<file path="src/udas_pkg.sv">
// Shared types, constants and the cell score function of the diagonal alignment scorer.
package udas_pkg;

    localparam int MAX_QUERY = 1024;
    localparam int ALPHABET  = 32;

    localparam int QPOS_W  = $clog2(MAX_QUERY);
    localparam int RES_W   = 5;
    localparam int SCORE_W = 8;
    localparam int QLEN_W  = 11;
    localparam int CNT_W   = $clog2(MAX_QUERY + 1);
    localparam int IN_W    = QPOS_W + RES_W + SCORE_W;
    localparam int TDATA_W = ((IN_W + 7) / 8) * 8;
    localparam int CFG_W   = QLEN_W;

    localparam logic [0:0] FUNC_LOAD  = 1'b0;
    localparam logic [0:0] FUNC_SCORE = 1'b1;

    localparam logic [0:0] CFG_QLEN   = 1'b0;
    localparam logic [0:0] CFG_OFFSET = 1'b1;

    // Broadcast from the controller to every cell of the row.
    typedef struct packed {
        logic               wr_en;
        logic [QPOS_W-1:0]  wr_pos;
        logic [RES_W-1:0]   wr_res;
        logic [SCORE_W-1:0] wr_val;
        logic               rd_en;
        logic [RES_W-1:0]   rd_res;
        logic               upd;
        logic               clr;
        logic [SCORE_W-1:0] offset;
        logic [QLEN_W-1:0]  qlen;
    } t_cell_ctrl;

    // Saturating add of the previous diagonal and the profile byte, minus the offset.
    function automatic logic [SCORE_W-1:0] cell_score(
        input logic [SCORE_W-1:0] prev,
        input logic [SCORE_W-1:0] prof,
        input logic [SCORE_W-1:0] offset
    );
        logic [SCORE_W:0]   sum;
        logic [SCORE_W-1:0] sat;
        sum = {1'b0, prev} + {1'b0, prof};
        sat = sum[SCORE_W] ? {SCORE_W{1'b1}} : sum[SCORE_W-1:0];
        return (sat > offset) ? (sat - offset) : '0;
    endfunction

endpackage

</file>
<file path="src/udas_cell.sv">
// One query position: profile column memory, diagonal score and running maximum.
module udas_cell (
    input  logic                           i_clk,
    input  logic                           i_rst_n,
    input  udas_pkg::t_cell_ctrl           i_ctrl,
    input  logic [udas_pkg::QPOS_W-1:0]    i_cell_idx,
    input  logic [udas_pkg::SCORE_W-1:0]   i_s_prev,
    input  logic [udas_pkg::SCORE_W-1:0]   i_m_prev,
    output logic [udas_pkg::SCORE_W-1:0]   o_s,
    output logic [udas_pkg::SCORE_W-1:0]   o_m
);

    logic [udas_pkg::SCORE_W-1:0] r_prof_mem [udas_pkg::ALPHABET];
    logic [udas_pkg::SCORE_W-1:0] r_prof;
    logic [udas_pkg::SCORE_W-1:0] r_s;
    logic [udas_pkg::SCORE_W-1:0] r_m;
    logic [udas_pkg::SCORE_W-1:0] s_new;
    logic [udas_pkg::SCORE_W-1:0] s_cand;
    logic [udas_pkg::SCORE_W-1:0] n_m;
    logic                         active;
    logic                         upd;

    always_ff @(posedge i_clk) begin
        if (i_ctrl.wr_en && (i_ctrl.wr_pos == i_cell_idx)) begin
            r_prof_mem[i_ctrl.wr_res] <= i_ctrl.wr_val;
        end
        if (i_ctrl.rd_en) begin
            r_prof <= r_prof_mem[i_ctrl.rd_res];
        end
    end

    assign active = ({1'b0, i_cell_idx} < i_ctrl.qlen);
    assign upd    = i_ctrl.upd && active;
    assign s_new  = udas_pkg::cell_score(i_s_prev, r_prof, i_ctrl.offset);
    assign s_cand = upd ? s_new : '0;

    always_comb begin
        n_m = r_m;
        if (i_m_prev > n_m) begin
            n_m = i_m_prev;
        end
        if (s_cand > n_m) begin
            n_m = s_cand;
        end
    end

    always_ff @(posedge i_clk) begin
        if (!i_rst_n) begin
            r_s <= '0;
            r_m <= '0;
        end else if (i_ctrl.clr) begin
            r_s <= '0;
            r_m <= '0;
        end else begin
            if (upd) begin
                r_s <= s_new;
            end
            r_m <= n_m;
        end
    end

    assign o_s = r_s;
    assign o_m = r_m;

endmodule

</file>
<file path="config.mk">
export PLATFORM = sky130hd
export DESIGN_NAME = udas_cell
export DESIGN_NICKNAME = d
export VERILOG_FILES = /design/src/udas_pkg.sv /design/src/udas_cell.sv
export SDC_FILE = /design/constraint.sdc
export NUM_CORES = 1
export LEC_CHECK = 0
export BUFFER_PORTS_ARGS = -buffer_cell sky130_fd_sc_hd__buf_2
export CORE_ASPECT_RATIO = 2
export CORE_MARGIN = 1
export CORE_UTILIZATION = 60
export DETAILED_ROUTE_END_ITERATION = 10
export GPL_TIMING_DRIVEN = 1
export PLACE_DENSITY = 0.88
export SLEW_MARGIN = 40
export SYNTH_ARGS = -nofsm -noshare
export SYNTH_HDL_FRONTEND = slang
export SYNTH_SLANG_ARGS = --single-unit
</file>
<file path="constraint.sdc">
create_clock -name i_clk -period 6.8 [get_ports i_clk]
set_input_delay 1.02 -clock i_clk [delete_from_list [all_inputs] [get_ports i_clk]]
set_output_delay 1.02 -clock i_clk [all_outputs]
set_load 0.02 [all_outputs]
</file>
==> impl_metrics.tcl <==
set metrics [dict create \
    cts_tree "done" \
    p_per_area_nw_per_um2 265 \
    hold_path.class "flip-flop to flip-flop" \
    drt_first_pass_iters 5 \
    leakagePower_nw 4.64 \
    place_hpwl_microns 18700 \
    rows 73 \
    status "finished clean" \
    worstMarginPinSlew_ns 0.830 \
    synth-main-ff-cell "edfxtp_1" \
    setup_viol 0 \
    drt_iter0_markers 479 \
    period_share_pct 83.8 \
    ir_worst_vdd_uv 255 \
    area_growth_pct 11.4 \
    clock_path_buffers 3 \
    grt_usage_pct 27.3 \
    critPathMaxStageDelay_ns 0.45 \
    crit_arrival_ns 6.14 \
    fillCellCount 1267 \
    cts_hold_buf 0 \
    multi_input_area_sq_um 3690 \
    first_global_vias 7079 \
    portBuffers 94 \
    async_reset_ff_share_pct 0 \
    via_per_inst 6.32 \
    finalNetCount 897 \
    hold_viol 0 \
    max_cap_viol_count 0 \
    die_y_microns 203 \
    htreeDepth 1 \
    critical_path_class "primary input to flip-flop" \
    coreArea_sq_um 19800 \
    path_clk_slew_ns 0.06 \
    seqCellArea_sq_um 8250 \
    dp_cells 1011 \
    synth-edff-count 264 \
    rsz0062_at_grt "no" \
    via_count 6668 \
    grt_max_degree 65 \
    dieArea_sq_um 20900 \
    cts_resized 0 \
    routed_wl_microns 26900 \
    synth_area_sq_um 12200 \
    grt_pass1_wl_microns 40300 \
    fin_tns_setup_ns 0 \
    yosysSeqAreaShare_pct 67.9 \
    gr-total-overflow 0 \
    fin_worst_skew_ns 0.0131 \
    routedWlPerCell_microns 25.5 \
    cts-root-buf "clkbuf_16" \
    cts_sinks 280 \
    relSlewSlack_pct 44.4 \
    finalCriticalPeriod_ns 5.70 \
    start_util_pct 61.3 \
    synth_cell_types 45 \
    crit_slowest_cell "o22ai_1" \
    path_max_fanout 9 \
    ios 95 \
    fmax_mhz 176 \
    ys_seq_elements 280 \
    startpoint_type "primary input" \
    synth_nets 800 \
    ys_warn_count 0 \
    grt_antenna_before_repair 1 \
    crit_chain "buf_2, ha_1, fa_1, a21o_1, a21oi_1, o21bai_1, o21ba_2, o22ai_1, o21ai_0, ha_1, o21ai_0, o21bai_1, o22a_1, o211ai_1, buf_2, nand2b_1, inv_1, ha_1, nand3_1, o21bai_1, a31oi_1, o21ai_0, or3_1, o22ai_1" \
    chipWidth_microns 103 \
    drive_gt1_share_pct 29.2 \
    cp-end-kind "flip-flop" \
    drv_slew 0 \
    cts_made_buffers 23 \
    gp_congestion 0.895 \
    drc 0 \
    post_cts_buffers 0 \
    critPathRequiredTime_ns 7.24 \
    synth_cells 678 \
    clk_latency_ns 0.53 \
    syn_avg_cell_area_sq_um 17.9 \
    finalNonFillerCells 1055 \
    antenna_left 0 \
]
-- registers in the layout, indices dropped and copies added (netlist names) --
name	count
r_prof_mem	256
o_s	8
o_m	8
r_prof	8
-- power by group --
part,switching (mW),total (mW),internal [mW]
clock network,0.580,1.20,0.625
logic,0.282,0.478,0.196
registers,0.00941,1.91,1.90
total,0.871,3.59,2.72
-- cells in the mapped netlist (3+ instances only) --
cell      count  area [sq um]
edfxtp_1    264          7930
mux4_2       80          1800
nor2_1       50           188
ha_1         41           513
inv_1        28           105
nand2_1      23          86.3
a21oi_1      17          85.1
dfxtp_1      16           320
nand3_1      16          80.1
xnor2_1      13           114
buf_1        12          45.0
nor2b_1      10          62.6
mux2_2        9           101
o21ai_0       9          45.0
nand2b_1      8          50.1
o22ai_1       8          50.1
mux2i_1       7          70.1
xor2_1        7          61.3
buf_4         6          45.0
clkbuf_1      5          18.8
a211oi_1      4          30.0
a21o_1        4          30.0
o21bai_1      4          30.0
o31ai_1       4          30.0
or2_2         4          25.0
nand4_1       3          18.8
-- metrics by stage --
stage          utilization [%]  hold WS [ns]  area, sq um  worst slack (ns)  total power [mW]
2_1_floorplan                -         0.535        12200              1.33              2.26
3_3_place_gp              64.8         0.464        12800             0.770              2.40
3_5_place_dp              64.8         0.463        12800             0.558              2.42
4_1_cts                   68.2         0.472        13500              1.10              3.60
5_1_grt                   68.3         0.498        13500             0.677              3.71
6_report                  68.3         0.472        13500              1.10              3.59
-- routing by layer --
| layer | global-route usage (%) | vias to the layer above | routed length [microns] |
|---|---|---|---|
| li1 | - | 2892 | - |
| met1 | 29.7 | 3352 | 8900 |
| met2 | 48.5 | 345 | 14800 |
| met3 | 4.69 | 79 | 1820 |
| met4 | 16.0 | 0 | 1450 |
| met5 | 0 | - | 0 |
-- worst paths after layout --
path / startpoint / end / slack, ns / cells past startpoint
setup / recovery: i_s_prev[0] / o_m[6] / 1.10 / 24
hold / removal: o_s[0] / o_s[0] / 0.47 / 2
setup reg to reg: r_prof[0] / o_m[6] / 1.31 / 23
hold reg to reg: o_s[0] / o_s[0] / 0.47 / 2
-- cells in the final DEF, fill, tap and decap left out, types with 10 or more instances in the layout --
| cell type | Yosys | routed |
|---|---|---|
| edfxtp_1 | 264 | 264 |
| buf_2 | 1 | 94 |
| mux4_2 | 80 | 80 |
| nor2_1 | 50 | 46 |
| ha_1 | 41 | 41 |
| inv_1 | 28 | 28 |
| nand2_1 | 23 | 23 |
| clkbuf_16 | 0 | 23 |
| a21oi_1 | 17 | 17 |
| nand3_1 | 16 | 16 |
| dfxtp_1 | 16 | 16 |
| xnor2_1 | 13 | 13 |
| nor2b_1 | 10 | 10 |
-- worst max-delay path, delay by kind of cell --
kind / cells / cell delay (ns)
compound gates: 14 / 2.70
buf+inv: 3 / 0.44
simple gates: 3 / 0.68
fa+ha+maj: 4 / 1.32
-- cells by family after synthesis --
logic type | Yosys count | share of synthesized area (%)
multiplexers | 96 | 16.2
buffers and inverters | 53 | 1.89
AND/OR/NAND/NOR | 123 | 4.66
AO/OA/AOI/OAI | 63 | 3.34
adder cells (fa/ha/maj) | 43 | 4.55
XOR/XNOR | 20 | 1.44
flip-flops | 280 | 67.9
-- final cells by class --
class	count	share of cell area, %
inverters	28	0.776
repair buffers	97	3.67
clock inverters	16	0.628
well taps	262	2.42
clock buffers	26	4.33
diodes	1	0.0185
flip-flops and latches	280	60.9
multi-input cells	345	27.2
(Power assumes the default switching activity.)
